$ cat config.mk
export PLATFORM = sky130hd
export DESIGN_NAME = brs_datapath
export DESIGN_NICKNAME = d
export VERILOG_FILES = /design/src/brs_pkg.sv /design/src/brs_datapath.sv
export SDC_FILE = /design/constraint.sdc
export NUM_CORES = 2
export LEC_CHECK = 0
export CAP_MARGIN = 10
export CORE_UTILIZATION = 64
export DETAILED_ROUTE_END_ITERATION = 8
export DONT_BUFFER_PORTS = 1
export PLACE_DENSITY = 0.82
export SYNTH_ARGS = -nofsm -noshare
export SYNTH_HDL_FRONTEND = slang
export SYNTH_SLANG_ARGS = --single-unit
$ cat constraint.sdc
create_clock -name clk -period 5.8 [get_ports clk]
set_input_delay 0.58 -clock clk [delete_from_list [all_inputs] [get_ports clk]]
set_output_delay 0.58 -clock clk [all_outputs]
set_load 0.02 [all_outputs]
$ cat src/brs_pkg.sv
`default_nettype none
package brs_pkg;

	localparam int ELEM_W       = 32;
	localparam int SUM_W        = 42;
	localparam int MAX_ELEMENTS = 1024;
	localparam int GRP_SIZE     = 32;
	localparam int ADDR_W       = $clog2(MAX_ELEMENTS);
	localparam int OFS_W        = $clog2(GRP_SIZE);
	localparam int GRP_W        = ADDR_W - OFS_W;
	localparam int NUM_GROUPS   = MAX_ELEMENTS / GRP_SIZE;
	localparam int IDX_W        = ADDR_W + 1;

	localparam logic REQ_WRITE = 1'b0;
	localparam logic REQ_QUERY = 1'b1;

	typedef struct packed {
		logic                     req_type;
		logic [ADDR_W-1:0]        elem_index;
		logic signed [ELEM_W-1:0] elem_value;
		logic [IDX_W-1:0]         left_index;
		logic [IDX_W-1:0]         right_index;
	} brs_req_t;

	typedef struct packed {
		logic signed [SUM_W-1:0] range_sum;
		logic                    range_error;
	} brs_rsp_t;

	typedef enum logic [2:0] {
		ST_CLEAR,
		ST_IDLE,
		ST_WR_RD,
		ST_WR_SUB,
		ST_WR_ADD,
		ST_Q_WALK,
		ST_Q_DRAIN,
		ST_FIN
	} brs_state_t;

	// Controls from the sequencer to the shared adder datapath.
	typedef struct packed {
		logic             acc_clr;
		logic             walk_el;
		logic             walk_bs;
		logic             wr_sub;
		logic             wr_add;
		logic             out_load;
		logic [GRP_W-1:0] grp;
	} brs_ctl_t;

	function automatic logic signed [SUM_W-1:0] sext_elem(input logic [ELEM_W-1:0] v);
		return {{(SUM_W-ELEM_W){v[ELEM_W-1]}}, v};
	endfunction

endpackage
`default_nettype wire

$ cat src/brs_datapath.sv
`default_nettype none
module brs_datapath (
	input  wire logic                          clk,
	input  wire logic                          arst_n,
	input  wire brs_pkg::brs_ctl_t             ctl,
	input  wire logic [brs_pkg::ELEM_W-1:0]    rdata,
	input  wire logic [brs_pkg::ELEM_W-1:0]    wdata,
	output logic signed [brs_pkg::SUM_W-1:0]   range_sum
);
	import brs_pkg::*;

	logic signed [SUM_W-1:0] bsums_q [NUM_GROUPS];
	logic signed [SUM_W-1:0] bsum_s1;
	logic                    add_el_s1;
	logic                    add_bs_s1;
	logic signed [SUM_W-1:0] acc_q;
	logic signed [SUM_W-1:0] range_sum_q;
	logic        [SUM_W-1:0] op_a;
	logic        [SUM_W-1:0] op_b;
	logic                    cin;
	logic        [SUM_W-1:0] sum;

	// One adder serves both the block sum update and the query accumulation.
	always_comb begin
		op_a = acc_q;
		op_b = sext_elem(rdata);
		cin  = 1'b0;
		if (ctl.wr_sub) begin
			op_a = bsums_q[ctl.grp];
			op_b = ~sext_elem(rdata);
			cin  = 1'b1;
		end else if (ctl.wr_add) begin
			op_b = sext_elem(wdata);
		end else if (add_bs_s1) begin
			op_b = bsum_s1;
		end
		sum = op_a + op_b + {{(SUM_W-1){1'b0}}, cin};
	end

	always_ff @(posedge clk or negedge arst_n) begin
		if (!arst_n) begin
			add_el_s1 <= 1'b0;
			add_bs_s1 <= 1'b0;
			for (int i = 0; i < NUM_GROUPS; i++) begin
				bsums_q[i] <= '0;
			end
		end else begin
			add_el_s1 <= ctl.walk_el;
			add_bs_s1 <= ctl.walk_bs;
			if (ctl.wr_add) begin
				bsums_q[ctl.grp] <= sum;
			end
		end
	end

	always_ff @(posedge clk) begin
		if (ctl.walk_bs) begin
			bsum_s1 <= bsums_q[ctl.grp];
		end
		if (ctl.acc_clr) begin
			acc_q <= '0;
		end else if (ctl.wr_sub || add_el_s1 || add_bs_s1) begin
			acc_q <= sum;
		end
		if (ctl.out_load) begin
			range_sum_q <= acc_q;
		end
	end

	assign range_sum = range_sum_q;

endmodule
`default_nettype wire

==> impl_metrics.py <==
metrics = {
    "run_status": {
        "status": "finished, violations left",
        "violations": "max-slew violations, negative setup slack",
    },
    "layout": {
        "layout_common_cells": "nand2_1, dfrtp_1, o21ai_0",
        "final_common_cell": "nand2_1",
        "fillers": 6496,
        "final-instance-count-excl-fill": 7199,
        "final_util_pct": 70.3,
        "drive_gt1_share_pct": 15.5,
        "fin_nets": 5836,
        "area_growth_pct": 8.78,
    },
    "setup_path": {
        "r2r-start": "bsums_q[899]",
        "cp.required_ps": 6390,
        "r2r_slack_ps": 620,
        "path_cells": "mux4_2 > a22o_1 > a221oi_1 > nand3_1 > mux2_2 > fa_1 > inv_1 > fa_1 > nor2b_1 > o31a_1 > o21ai_2 > buf_4 > a21bo_2 > o21ai_0 > a221oi_1 > xor2_2 > buf_4 > o21ai_0",
        "critPathSlowestCell": "mux4_2",
        "critPathKind": "input pin to flip-flop",
        "r2r-end": "bsums_q[754]",
        "path_buf_inv": 3,
        "crit_path_end_kind": "flip-flop",
        "max_stage_delay_ps": 1130,
        "reg2reg_depth": 15,
        "start_kind": "input pin",
        "cp_max_fo": 335,
        "cpLargestDelayFamily": "compound AO/OA/AOI/OAI gates",
        "crit_arrival_ps": 6650,
    },
    "floorplan": {
        "dieWidth_microns": 323,
        "io_pins": 119,
        "start_util_pct": 64.6,
        "dieArea_sq_um": 104000,
        "die_y_microns": 323,
        "std_cell_rows": 117,
        "core_area_sq_um": 102000,
    },
    "clocking": {
        "clkTransAtPathRegs_ps": 60,
        "ctsRootBufferMaster": "clkbuf_16",
        "cts_buffer_depth": 3,
        "insertion_delay_ps": 770,
        "post_cts_buffers": 0,
        "cts_sinks": 1472,
        "cts_tree": "done",
        "cts_htree_levels": 4,
        "cts_buffers": 140,
    },
    "synthesis": {
        "synthCells": 6038,
        "yosys_warnings": 0,
        "syn_area_sq_um": 65700,
        "syn_avg_cell_area_sq_um": 10.9,
        "synth_fp_nets": 6157,
        "seq_area_frac_synth_pct": 56.3,
        "synth_edf_count": 84,
        "ys_ff_latch": 1472,
        "ys_types": 77,
        "async_flop_share_pct": 91.4,
        "synth_ff_type": "dfrtp_1",
    },
    "job": {
        "drv_cap": 0,
    },
    "power": {
        "finalPower_mw": 38.7,
        "leakage_nw": 32.1,
        "max-vdd-ir-drop_uv": 321,
        "p_per_area_nw_per_um2": 541,
    },
    "timing": {
        "fin_skew_ps": 32.4,
        "fmax_mhz": 165,
        "maxSlewViolCount": 310,
        "timing.final.ws_setup_ps": -258,
        "fin_hold_ws_ps": 30.2,
        "fin_crit_sh_pct": 104,
        "final_hold_viol_count": 0,
        "rsz0062_at_grt": "no",
        "min_period_ps": 6060,
        "worst_slew_pin_slew_ps": 2020,
        "setup_viol": 366,
        "slew_headroom_pct": -34.6,
    },
    "hold_path": {
        "whs_endpoint": "acc_q[28]",
        "worstHoldStart": "ctl[10]",
        "holdCritPathClass": "input pin to flip-flop",
        "min_path_cells": 2,
    },
    "placement": {
        "dp_slack_ps": 313,
        "dp_hpwl_mm": 108,
        "place_inst": 6936,
        "io_buffers": 0,
        "place_congestion": 0.927,
    },
    "global_routing": {
        "overflow": 0,
        "grt_util_all_layers_pct": 38.7,
        "grt_pass1_vias": 49900,
        "grt_max_degree": 348,
        "grt_pass1_wl_mm": 299,
        "antenna_found_initial": 9,
    },
    "drt": {
        "num_vias": 49700,
        "drt_first_pass_iters": 8,
        "ant_nets": 0,
        "viasPerCell": 6.91,
        "drtIter0Drc": 6598,
        "drc": 0,
        "wire_per_inst_microns": 27.4,
        "routed_wl_mm": 197,
    },
}
==> routing by layer <==
layer	vias up	share of wire [%]	global-route usage, %
met5	-	0.025	0.741
met4	2	6.3	21.3
met3	879	14	12.3
met2	3579	45	58.1
met1	24700	35	50.5
li1	20600	-	-
==> area by class of cell <==
type                       instances  area [sq um]  share of cell area (%)
sequential                      1472         37000                    51.8
multi-input combinational       3959         26800                    37.4
clock buffer                     204          4120                    5.76
tap                             1368          1710                    2.39
timing repair buffer             126          1260                    1.76
clock inverter                    48           546                   0.763
inverter                          18          67.6                  0.0945
antenna                            4          10.0                  0.0140
==> sequential cells by signal, summed over array words and instances (netlist names) <==
name	count
bsums_q	1344
acc_q	42
bsum_s1	42
range_sum	42
add_bs_s1	1
add_el_s1	1
==> cells in the mapped netlist, types with 21 or more instances <==
cell	count	area share, %
nand2_1	1426	8.1
dfxtp_1	42	1.3
nand3_1	59	0.45
edfxtp_1	84	3.8
mux2_2	85	1.5
buf_1	66	0.38
a221oi_1	30	0.40
o21ai_2	62	0.83
dfrtp_1	1346	51
ha_1	40	0.76
a22o_1	38	0.51
clkbuf_1	426	2.4
nor2_1	97	0.55
mux4_2	329	11
a22oi_1	101	1.2
o21ai_0	1294	9.9
o21a_1	21	0.24
buf_2	85	0.65
a21oi_1	94	0.72
mux2i_1	64	0.97
==> worst reg2reg max path: stages (launching register included) <==
cell       delay [ps]
dfrtp_1           390
mux4_2            460
a22o_1            250
a221oi_1          260
nand3_1           370
mux2_2            410
ha_1              480
nand2_1           150
nor2_1            280
nand3_1           120
a21o_1            240
a2111oi_0         570
o21ai_0           340
xor2_2            330
buf_12            220
o21ai_0           140
==> logic make-up (layout without fill, tap and decap cells) <==
family / count (synthesis) / count (layout) / share of synthesized area [%]
AO/OA/AOI/OAI: 1731 / 1731 / 14.8
XOR/XNOR: 31 / 31 / 0.424
adder cells (fa/ha/maj): 42 / 42 / 0.822
buffers and inverters: 607 / 396 / 3.74
flip-flops: 1472 / 1472 / 56.3
multiplexers: 478 / 478 / 13.7
other: 0 / 4 / 0
AND/OR/NAND/NOR: 1677 / 1677 / 10.1
==> timing repair <==
action	CTS	global route
endpoints found under the hold margin	253	0
hold buffers	6	0
resized for setup	0	0
==> through the flow <==
stage	setup TNS, ps	cell area [sq um]
floorplan	0	65700
global placement	0	66700
detailed placement	0	66700
CTS	0	71500
global route	0	71500
finish	-38160	71500
==> how the worst max path moves through the flow <==
| stage | endpoint | startpoint | cells past startpoint | slack, ps |
|---|---|---|---|---|
| floorplan | bsums_q[110] | ctl[0] | 20 | 450 |
| global placement | bsums_q[192] | ctl[0] | 14 | 400 |
| detailed placement | bsums_q[740] | ctl[0] | 18 | 310 |
| CTS | bsums_q[696] | bsums_q[899] | 14 | 760 |
| global route | bsums_q[376] | bsums_q[191] | 14 | 330 |
| finish | bsums_q[740] | ctl[0] | 18 | -260 |
==> where the power goes <==
| part | switching, mW | internal [mW] |
|---|---|---|
| combinational | 7.01 | 4.71 |
| clock | 4.03 | 5.28 |
| sequential | 2.69 | 14.9 |
Note: power is estimated with default switching activity, not from simulation.
