## src/brs_pkg.sv

```systemverilog
`default_nettype none
package brs_pkg;

	localparam int ELEM_W       = 32;
	localparam int SUM_W        = 42;
	localparam int MAX_ELEMENTS = 1024;
	localparam int GRP_SIZE     = 32;
	localparam int ADDR_W       = $clog2(MAX_ELEMENTS);
	localparam int OFS_W        = $clog2(GRP_SIZE);
	localparam int GRP_W        = ADDR_W - OFS_W;
	localparam int NUM_GROUPS   = MAX_ELEMENTS / GRP_SIZE;
	localparam int IDX_W        = ADDR_W + 1;

	localparam logic REQ_WRITE = 1'b0;
	localparam logic REQ_QUERY = 1'b1;

	typedef struct packed {
		logic                     req_type;
		logic [ADDR_W-1:0]        elem_index;
		logic signed [ELEM_W-1:0] elem_value;
		logic [IDX_W-1:0]         left_index;
		logic [IDX_W-1:0]         right_index;
	} brs_req_t;

	typedef struct packed {
		logic signed [SUM_W-1:0] range_sum;
		logic                    range_error;
	} brs_rsp_t;

	typedef enum logic [2:0] {
		ST_CLEAR,
		ST_IDLE,
		ST_WR_RD,
		ST_WR_SUB,
		ST_WR_ADD,
		ST_Q_WALK,
		ST_Q_DRAIN,
		ST_FIN
	} brs_state_t;

	// Controls from the sequencer to the shared adder datapath.
	typedef struct packed {
		logic             acc_clr;
		logic             walk_el;
		logic             walk_bs;
		logic             wr_sub;
		logic             wr_add;
		logic             out_load;
		logic [GRP_W-1:0] grp;
	} brs_ctl_t;

	function automatic logic signed [SUM_W-1:0] sext_elem(input logic [ELEM_W-1:0] v);
		return {{(SUM_W-ELEM_W){v[ELEM_W-1]}}, v};
	endfunction

endpackage
`default_nettype wire

```

## src/brs_ctrl.sv

```systemverilog
`default_nettype none
module brs_ctrl (
	input  wire logic                         clk,
	input  wire logic                         arst_n,
	input  wire logic                         req_valid,
	output logic                              req_stall,
	input  wire brs_pkg::brs_req_t            req,
	output logic                              rsp_valid,
	input  wire logic                         rsp_stall,
	output logic                              rsp_error,
	input  wire logic                         cfg_valid,
	output logic                              cfg_ready,
	input  wire logic [brs_pkg::IDX_W-1:0]    cfg_data,
	output brs_pkg::brs_ctl_t                 ctl,
	output logic                              ram_re,
	output logic                              ram_we,
	output logic [brs_pkg::ADDR_W-1:0]        ram_addr,
	output logic [brs_pkg::ELEM_W-1:0]        ram_wdata
);
	import brs_pkg::*;

	brs_state_t        state_q;
	brs_state_t        state_nxt;
	logic [IDX_W-1:0]  ptr_q;
	logic [ADDR_W-1:0] hi_q;
	logic [ELEM_W-1:0] wval_q;
	logic [IDX_W-1:0]  count_q;
	logic              err_q;
	logic              rsp_valid_q;
	logic              rsp_err_q;

	logic [IDX_W-1:0]  limit;
	logic              q_err;
	logic [ADDR_W-1:0] q_lo;
	logic [ADDR_W-1:0] q_hi;
	logic              whole;
	logic [IDX_W-1:0]  ptr_step;
	logic              walk_done;
	logic              accept;
	logic              load;

	always_comb begin
		limit = (count_q > IDX_W'(MAX_ELEMENTS)) ? IDX_W'(MAX_ELEMENTS) : count_q;
		q_err = (req.left_index == '0) || (req.left_index > req.right_index)
			|| (req.right_index > limit);
		q_lo  = ADDR_W'(req.left_index - IDX_W'(1));
		q_hi  = ADDR_W'(req.right_index - IDX_W'(1));
		// A whole block is taken from its running sum when the walk sits on
		// its first element and the range covers its last one.
		whole = (ptr_q[OFS_W-1:0] == '0)
			&& (({1'b0, ptr_q} + (IDX_W+1)'(GRP_SIZE - 1)) <= (IDX_W+1)'(hi_q));
		ptr_step  = whole ? (ptr_q + IDX_W'(GRP_SIZE)) : (ptr_q + IDX_W'(1));
		walk_done = ptr_step > IDX_W'(hi_q);
		accept    = (state_q == ST_IDLE) && req_valid;
		load      = (state_q == ST_FIN) && (!rsp_valid_q || !rsp_stall);
	end

	always_comb begin
		state_nxt = state_q;
		case (state_q)
			ST_CLEAR: begin
				if (ptr_q == IDX_W'(MAX_ELEMENTS - 1)) begin
					state_nxt = ST_IDLE;
				end
			end
			ST_IDLE: begin
				if (req_valid) begin
					if (req.req_type == REQ_WRITE) begin
						state_nxt = ST_WR_RD;
					end else if (q_err) begin
						state_nxt = ST_FIN;
					end else begin
						state_nxt = ST_Q_WALK;
					end
				end
			end
			ST_WR_RD:   state_nxt = ST_WR_SUB;
			ST_WR_SUB:  state_nxt = ST_WR_ADD;
			ST_WR_ADD:  state_nxt = ST_IDLE;
			ST_Q_WALK: begin
				if (walk_done) begin
					state_nxt = ST_Q_DRAIN;
				end
			end
			ST_Q_DRAIN: state_nxt = ST_FIN;
			ST_FIN: begin
				if (load) begin
					state_nxt = ST_IDLE;
				end
			end
			default:    state_nxt = ST_IDLE;
		endcase
	end

	always_comb begin
		req_stall    = (state_q != ST_IDLE);
		cfg_ready    = 1'b1;
		ram_re       = (state_q == ST_WR_RD) || ((state_q == ST_Q_WALK) && !whole);
		ram_we       = (state_q == ST_CLEAR) || (state_q == ST_WR_SUB);
		ram_addr     = ptr_q[ADDR_W-1:0];
		ram_wdata    = (state_q == ST_CLEAR) ? '0 : wval_q;
		ctl.acc_clr  = accept;
		ctl.walk_el  = (state_q == ST_Q_WALK) && !whole;
		ctl.walk_bs  = (state_q == ST_Q_WALK) && whole;
		ctl.wr_sub   = (state_q == ST_WR_SUB);
		ctl.wr_add   = (state_q == ST_WR_ADD);
		ctl.out_load = load;
		ctl.grp      = ptr_q[ADDR_W-1:OFS_W];
	end

	always_ff @(posedge clk or negedge arst_n) begin
		if (!arst_n) begin
			state_q     <= ST_CLEAR;
			ptr_q       <= '0;
			count_q     <= '0;
			rsp_valid_q <= 1'b0;
		end else begin
			state_q <= state_nxt;
			if (cfg_valid) begin
				count_q <= cfg_data;
			end
			case (state_q)
				ST_CLEAR:  ptr_q <= ptr_q + IDX_W'(1);
				ST_IDLE: begin
					if (req_valid) begin
						ptr_q <= (req.req_type == REQ_WRITE) ? {1'b0, req.elem_index}
							: {1'b0, q_lo};
					end
				end
				ST_Q_WALK: ptr_q <= ptr_step;
				default:   ptr_q <= ptr_q;
			endcase
			if (load) begin
				rsp_valid_q <= 1'b1;
			end else if (!rsp_stall) begin
				rsp_valid_q <= 1'b0;
			end
		end
	end

	always_ff @(posedge clk) begin
		if (accept) begin
			wval_q <= req.elem_value;
			hi_q   <= q_hi;
			err_q  <= q_err;
		end
		if (load) begin
			rsp_err_q <= err_q;
		end
	end

	assign rsp_valid = rsp_valid_q;
	assign rsp_error = rsp_err_q;

endmodule
`default_nettype wire

```

## config.mk

```make
export PLATFORM = sky130hd
export DESIGN_NAME = brs_ctrl
export DESIGN_NICKNAME = d
export VERILOG_FILES = /design/src/brs_pkg.sv /design/src/brs_ctrl.sv
export SDC_FILE = /design/constraint.sdc
export NUM_CORES = 1
export LEC_CHECK = 0
export BUFFER_PORTS_ARGS = -buffer_cell sky130_fd_sc_hd__buf_2
export CORE_ASPECT_RATIO = 1.2
export CORE_MARGIN = 4
export CORE_UTILIZATION = 30
export DETAILED_ROUTE_END_ITERATION = 10
export HOLD_SLACK_MARGIN = 0.1
export PLACE_DENSITY = 0.48
export SETUP_SLACK_MARGIN = 0.3
export SKIP_CTS_REPAIR_TIMING = 1
export SYNTH_ARGS = -nofsm -noshare
export SYNTH_HDL_FRONTEND = slang
export SYNTH_SLANG_ARGS = --single-unit
```

## constraint.sdc

```tcl
create_clock -name clk -period 4.9 [get_ports clk]
set_clock_uncertainty 0.15 [all_clocks]
set_input_delay 0.245 -clock clk [delete_from_list [all_inputs] [get_ports clk]]
set_output_delay 0.245 -clock clk [all_outputs]
set_load 0.02 [all_outputs]
```

==> results.yml, run 1 <==
status:
  status: "complete, no violations"
logic_synthesis:
  synth_top_area_share_pct: 26.61
  yosys_warnings: 0
  ys.flop_type: "edfxtp_1"
  ys_types: 54
  synthTopCellsByArea: "edfxtp_1 27%, dfrtp_1 13%, ha_1 12%"
  yosysSeqAreaShare_pct: 39.72
  synthArstFlopShare_pct: 37.14
  syn_area_per_cell_um2: 9.403
  syn_area_um2: 4965
  syn-instance-count: 528
  synth-edff-count: 44
  ys_ff_latch: 70
  yosysTopAreaCell: "edfxtp_1"
  synth_fp_nets: 656
final_layout:
  final_common_cell: "buf_2"
  synthToLayoutAreaGrowth_pct: 33.01
  layout_common_cells: "138 x buf_2, 46 x ha_1, 45 x nand2_1, 45 x dlygate4sd3_1, 44 x edfxtp_1"
  final_cells: 913
  nets: 824
  drive_gt1_share_pct: 27.82
  antenna_cells: 0
place:
  gp_congestion: 0.8967
  pre_cts_slack_ns: 0.3102
  detailedPlacementHpwl_um: 11350
  dp.cells: 850
  numPortBuffers: 138
detailed_routing:
  firstDrtPassIters: 4
  drt-initial-drc-count: 175
  wl_um: 14320
  via_per_inst: 4.832
  vias: 4412
  drc: 0
  wl_per_cell_um: 15.69
  ant_nets: 0
floorplan:
  die_w_um: 125.4
  core_area_um2: 16210
  die_h_um: 148.9
  io_pins: 140
  rows: 51
  start_util_pct: 30.63
  die_area_um2: 18680
power_and_ir_drop:
  seq_power_share_pct: 26.8
  swShare_pct: 45.09
  power.switching_uw: 1622
  p_leak_uw: 0.002894
  total_power_uw: 3598
  pwr-share-comb_pct: 54.7
  clkPwrFrac_pct: 18.5
  power_density_nw_per_um2: 544.8
  vdd_drop_max_mv: 0.2096
  intPower_uw: 1976
clock_network:
  clockRootBuffer: "clkbuf_16"
  cts_sinks: 70
  clkTransAtPathRegs_ns: 0.07
  cts_buffer_depth: 2
  worstSkewPairLatency_ns: 0.35
  numCtsBuffers: 9
  htree_num_levels: 3
  cts_tree: "yes"
timing:
  maxSlewViolCount: 0
  fmax_mhz: 231.0
  setup_tns_ns: 0
  finalSetupViolCount: 0
  relSlewSlack_pct: 43.42
  rsz0062_at_grt: "no"
  fin_ws_ns: 0.5711
  min_period_ns: 4.329
  finalCritPeriodShare_pct: 88.34
  hold_slack_ns: 0.08397
  worstMarginPinSlew_ns: 0.8467
  report.final.hold_viol_count: 0
hold_path:
  hp-class: "input pin to register"
worst_setup_path:
  worst_setup_path_end_kind: "register"
  path_cells: "inv_1 -> ha_1 -> or4b_4 -> nand2_1 -> xnor2_1 -> ha_1 -> nand4_1 -> o32a_1 -> o31ai_2 -> buf_4 -> nand2_2 -> buf_4 -> o21ai_0 -> ha_1 -> nor2b_1 -> o211ai_1 -> a21oi_1 -> o22ai_2 -> a21oi_2 -> a31o_1"
  crit_required_ns: 4.98
  max_stage_delay_ns: 0.52
  start_kind: "register"
  crit_slowest_cell: "or4b_4"
  worstSetupPathType: "register to register"
  arrival_ns: 4.41
  cp_max_fo: 8
  cpMostUsedCell: "ha_1"
  rrSetupSlack_ns: 0.57
run:
  maxCapViolCount: 0
global_route:
  antenna_found_initial: 0
  grt.overflow.total: 0
  grt_usage_pct: 14.93
  grt_max_degree: 33
  grt_pass1_wl_um: 21920
  grt_pass1_vias: 4290
kinds of logic (layout without fill, tap and decap cells):
group,count (synthesis),in the layout,share of synthesized area (%)
and+or+nand+nor,191,191,20.09
AOI/OAI and AO/OA,103,103,13.41
buffers and inverters,75,248,7.031
DFF,70,70,39.72
adders and majority gates,47,47,11.84
xor gates and xnor gates,28,28,4.940
muxes,13,13,2.898
other,1,1,0.07553
registers in the layout, summed over array words and instances, names as in the netlist:
signal and cells:
rsp_valid 1, hi_q 10, state_q 3, err_q 1
rsp_error 1, ptr_q 11, wval_q 32, count_q 11
critical path, delay by kind of cell, from the launching register on:
kind | cells | cell delay, ns
xor gates and xnor gates | 1 | 0.06
DFF | 1 | 0.46
AOI/OAI and AO/OA | 8 | 1.33
and+or+nand+nor | 5 | 1.01
buffers and inverters | 3 | 0.43
adders and majority gates | 3 | 0.76
worst paths after layout:
kind | start | depth (start not counted) | end
max reg2reg | ptr_q[1]$_DFFE_PN0P_ | 20 | state_q[1]$_DFFE_PN0P_
max in group asynchronous | arst_n | 2 | ptr_q[1]$_DFFE_PN0P_
min reg2reg | err_q$_DFFE_PP_ | 0 | rsp_error$_DFFE_PP_
min | req[56] | 3 | ptr_q[2]$_DFFE_PN0P_
max | ptr_q[1]$_DFFE_PN0P_ | 20 | state_q[1]$_DFFE_PN0P_
min in group asynchronous | arst_n | 2 | count_q[9]$_DFFE_PN0P_
cell usage after synthesis (2+ instances only):
| library cell | n |
|---|---|
| ha_1 | 47 |
| nand2_1 | 45 |
| edfxtp_1 | 44 |
| nor2b_1 | 41 |
| inv_1 | 35 |
| nor2_1 | 31 |
| dfrtp_1 | 26 |
| o21ai_0 | 25 |
| a21oi_1 | 24 |
| clkbuf_1 | 20 |
| xnor2_1 | 20 |
| buf_4 | 18 |
| nand3_1 | 18 |
| nor3_1 | 14 |
| mux2_2 | 11 |
| nand4_1 | 10 |
| a211oi_1 | 8 |
| a31oi_1 | 8 |
| xor2_1 | 8 |
| nand2b_1 | 7 |
| o211ai_1 | 6 |
| and3_1 | 5 |
| nor4_1 | 5 |
| o22ai_1 | 4 |
| o31ai_1 | 4 |
| or3_1 | 4 |
| a21o_1 | 3 |
| nor3b_1 | 3 |
| a221oi_1 | 2 |
| buf_1 | 2 |
| mux2i_1 | 2 |
| o2111ai_1 | 2 |
| o21a_1 | 2 |
| o21bai_1 | 2 |
| o2bb2ai_1 | 2 |
| or4_4 | 2 |
routing by layer:
metal  wire length (um)  GRT usage, %  vias to the layer above
met5                  0             0                        -
met4                365         6.996                        0
met3                936         3.976                       28
met2               6981         25.54                      155
met1               6039         17.44                     2014
li1                   -             -                     2215
layout make-up:
class	count	area [um^2]
fill	1591	9604
clock buffer	9	225.2
clock inverter	7	78.83
timing repair buffer	197	1246
sequential	70	1973
multi-input combinational	383	2684
tap	212	265.3
inverter	35	131.4
power by group through the flow:
stage          Combinational [uW]  Clock [uW]  Sequential, uW
4_1_cts                      1900         687             963
3_3_place_gp                 1900           0             966
6_report                     1970         666             966
5_1_grt                      2200         719             989
2_1_floorplan                1410           0             903
3_5_place_dp                 1890           0             974
metrics by stage:
stage	util [%]	instance area, um^2
floorplan	-	4965
global placement	35.82	5806
detailed placement	35.82	5806
CTS	37.69	6110
global route	40.74	6604
finish	40.74	6604
Note: power is estimated with default switching activity, not from simulation.
==> inputs of run 2 (changes only) <==
ABC_AREA = 1   (was default)
==> results.yml, run 2 <==
logic_synthesis:
  syn_area_per_cell_um2: 7.799
  yosysSeqAreaShare_pct: 38.54
  yosysTopAreaCell: "edfxtp_1"
  ys.flop_type: "edfxtp_1"
  synth_adder_area_share_pct: 11.49
  synth_common_cells: "118 x inv_1, 118 x nand2_1, 90 x nor2_1, 47 x ha_1, 44 x edfxtp_1"
  yosys_warnings: 0
  syn_area_um2: 5116
  yosys.area_share.simple_pct: 23.60
  synth_compound_area_share_pct: 8.829
  synth_xor_area_share_pct: 3.595
  synth_top_area_share_pct: 25.83
  synthTopCellsByArea: "edfxtp_1 26%, dfrtp_1 13%, ha_1 11%"
  synth_top_family_by_area: "simple AND/OR/NAND/NOR gates"
  synth_mux_area_share_pct: 0.8804
  synth_fp_nets: 784
  syn-instance-count: 656
  ys_ff_latch: 70
  synth-edff-count: 44
  ys_types: 42
  synthArstFlopShare_pct: 37.14
worst_setup_path:
  start_kind: "register"
  worst-path-buf-inv: 3
  endpoint: "state_q[2]$_DFFE_PN0P_"
  max_stage_delay_ns: 0.42
  worst_setup_path_end_kind: "register"
  arrival_ns: 4.12
  worstSetupPathType: "register to register"
  r2r-end: "state_q[2]$_DFFE_PN0P_"
  cp_max_fo: 11
  crit_slowest_cell: "dfrtp_1"
  crit_family: "simple AND/OR/NAND/NOR gates"
  crit_required_ns: 5.03
  reg2regPathDepth: 32
  crit_start: "ptr_q[0]$_DFFE_PN0P_"
  cpMostUsedCell: "nand2_1"
  rrSetupSlack_ns: 0.90
  cp.depth: 32
  r2r-start: "ptr_q[0]$_DFFE_PN0P_"
timing:
  worstMarginPinSlew_ns: 0.8640
  min_period_ns: 3.996
  rsz0062_at_grt: "no"
  relSlewSlack_pct: 42.19
  fmax_mhz: 250.3
  finalSetupViolCount: 0
  report.final.hold_viol_count: 0
  setup_tns_ns: 0
  finalCritPeriodShare_pct: 81.55
  maxSlewViolCount: 0
final_layout:
  ff_latch_area_um2: 1972
  layout_common_cells: "138 x buf_2, 117 x inv_1, 116 x nand2_1, 89 x nor2_1, 47 x ha_1"
  synthToLayoutAreaGrowth_pct: 30.35
  fillers: 1766
  largest_reg_flops: 32
  antenna_cells: 0
  final_common_cell: "buf_2"
  multiInputGateArea_um2: 2502
  top_regs: "wval_q x32, count_q x11, ptr_q x11"
  nets: 951
  drive_gt1_share_pct: 21.50
  final_cells: 1044
  top_register: "wval_q"
floorplan:
  io_pins: 140
  die_w_um: 127.2
  die_h_um: 151.1
  die_area_um2: 19220
  start_util_pct: 30.48
  core_area_um2: 16790
  rows: 52
clock_network:
  cts_buffer_depth: 2
  numCtsBuffers: 9
  clkTransAtPathRegs_ns: 0.06
  worstSkewPairLatency_ns: 0.34
  cts_tree: "yes"
  htree_num_levels: 3
  cts_sinks: 70
  clockRootBuffer: "clkbuf_16"
detailed_routing:
  drc: 0
  drt-initial-drc-count: 161
  ant_nets: 0
  wl_per_cell_um: 13.86
  firstDrtPassIters: 4
  vias: 4660
  via_per_inst: 4.464
  wl_um: 14470
place:
  detailedPlacementHpwl_um: 11720
  gp_congestion: 0.8510
  numPortBuffers: 138
  dp.cells: 983
global_route:
  grt_usage_pct: 14.80
  grt_max_degree: 35
  antenna_found_initial: 0
  grt_pass1_vias: 4374
  grt_pass1_wl_um: 22170
  grt.overflow.total: 0
status:
  status: "complete, no violations"
power_and_ir_drop:
  power_density_nw_per_um2: 218.4
  p_leak_uw: 0.003456
  vdd_drop_max_mv: 0.1533
run:
  maxCapViolCount: 0
hold_path:
  hp-class: "input pin to register"
run 2: cell types whose count changed after synthesis, moves of 12 or more:
cell	change
nand3_1	+23
nor2b_1	-41
clkbuf_1	-12
nor2_1	+59
xor2_1	+12
inv_1	+83
xnor2_1	-19
nand2_1	+73
run 2: worst reg2reg max path: cells and delay by family, from the launching register on:
kind | cells | cell delay, ns
xor+xnor | 1 | 0.14
compound gates | 2 | 0.24
buf+inv | 3 | 0.29
fa+ha+maj | 3 | 0.80
flops | 1 | 0.42
simple gates | 23 | 1.89
run 2: worst min-delay path by stage:
| stage | from | cells after the start | to | slack (ns) |
|---|---|---|---|---|
| finish | req[2] | 2 | hi_q[2]$_DFFE_PP_ | 0.11 |
| global route | req[8] | 2 | hi_q[8]$_DFFE_PP_ | 0.12 |
| CTS | arst_n | 1 | rsp_valid$_DFFE_PN0P_ | -0.18 |
| detailed placement | arst_n | 1 | rsp_valid$_DFFE_PN0P_ | 0.18 |
| global placement | arst_n | 1 | rsp_valid$_DFFE_PN0P_ | 0.18 |
| floorplan | arst_n | 0 | count_q[0]$_DFFE_PN0P_ | -0.20 |
run 2: final cells by class:
| cell class | count | area share [%] |
|---|---|---|
| sequential | 70 | 29.57 |
| tap | 216 | 4.053 |
| multi-input combinational | 432 | 37.52 |
| clock buffer | 9 | 3.377 |
| clock inverter | 7 | 0.9756 |
| timing repair buffer | 186 | 17.45 |
| inverter | 124 | 7.054 |
run 2: report_power, final:
group	switching (uW)	internal (uW)	total (uW)
combinational	86.1	82.8	169
clock	256	389	645
sequential	4.70	638	643
run 2: cells by family (layout without fill, tap and decap cells):
logic type	after synthesis	after routing
other	1	1
XOR/XNOR	21	21
adder cells (fa/ha/maj)	47	47
AND/OR/NAND/NOR	281	281
AO/OA/AOI/OAI	78	78
flip-flops	70	70
buffers and inverters	154	326
multiplexers	4	4
run 2: stage by stage:
stage,hold slack (ns),cell area [um^2],utilization (%),total power (uW),setup WS [ns]
after floorplan,-0.2006,5116,-,730.0,1.112
after global placement,0.1819,5913,35.23,796.0,0.6489
after detailed placement,0.1832,5913,35.23,797.0,0.5640
after CTS,-0.1793,6203,36.96,1449,0.5351
after global routing,0.1203,6669,39.73,1522,0.3581
final,0.1125,6669,39.73,1457,0.9043
run 2: metal layers:
| layer | routed length, um | track usage (%) |
|---|---|---|
| met2 | 7156 | 25.98 |
| met5 | 0 | 0 |
| met1 | 6227 | 17.88 |
| met4 | 252 | 4.667 |
| met3 | 829 | 3.563 |
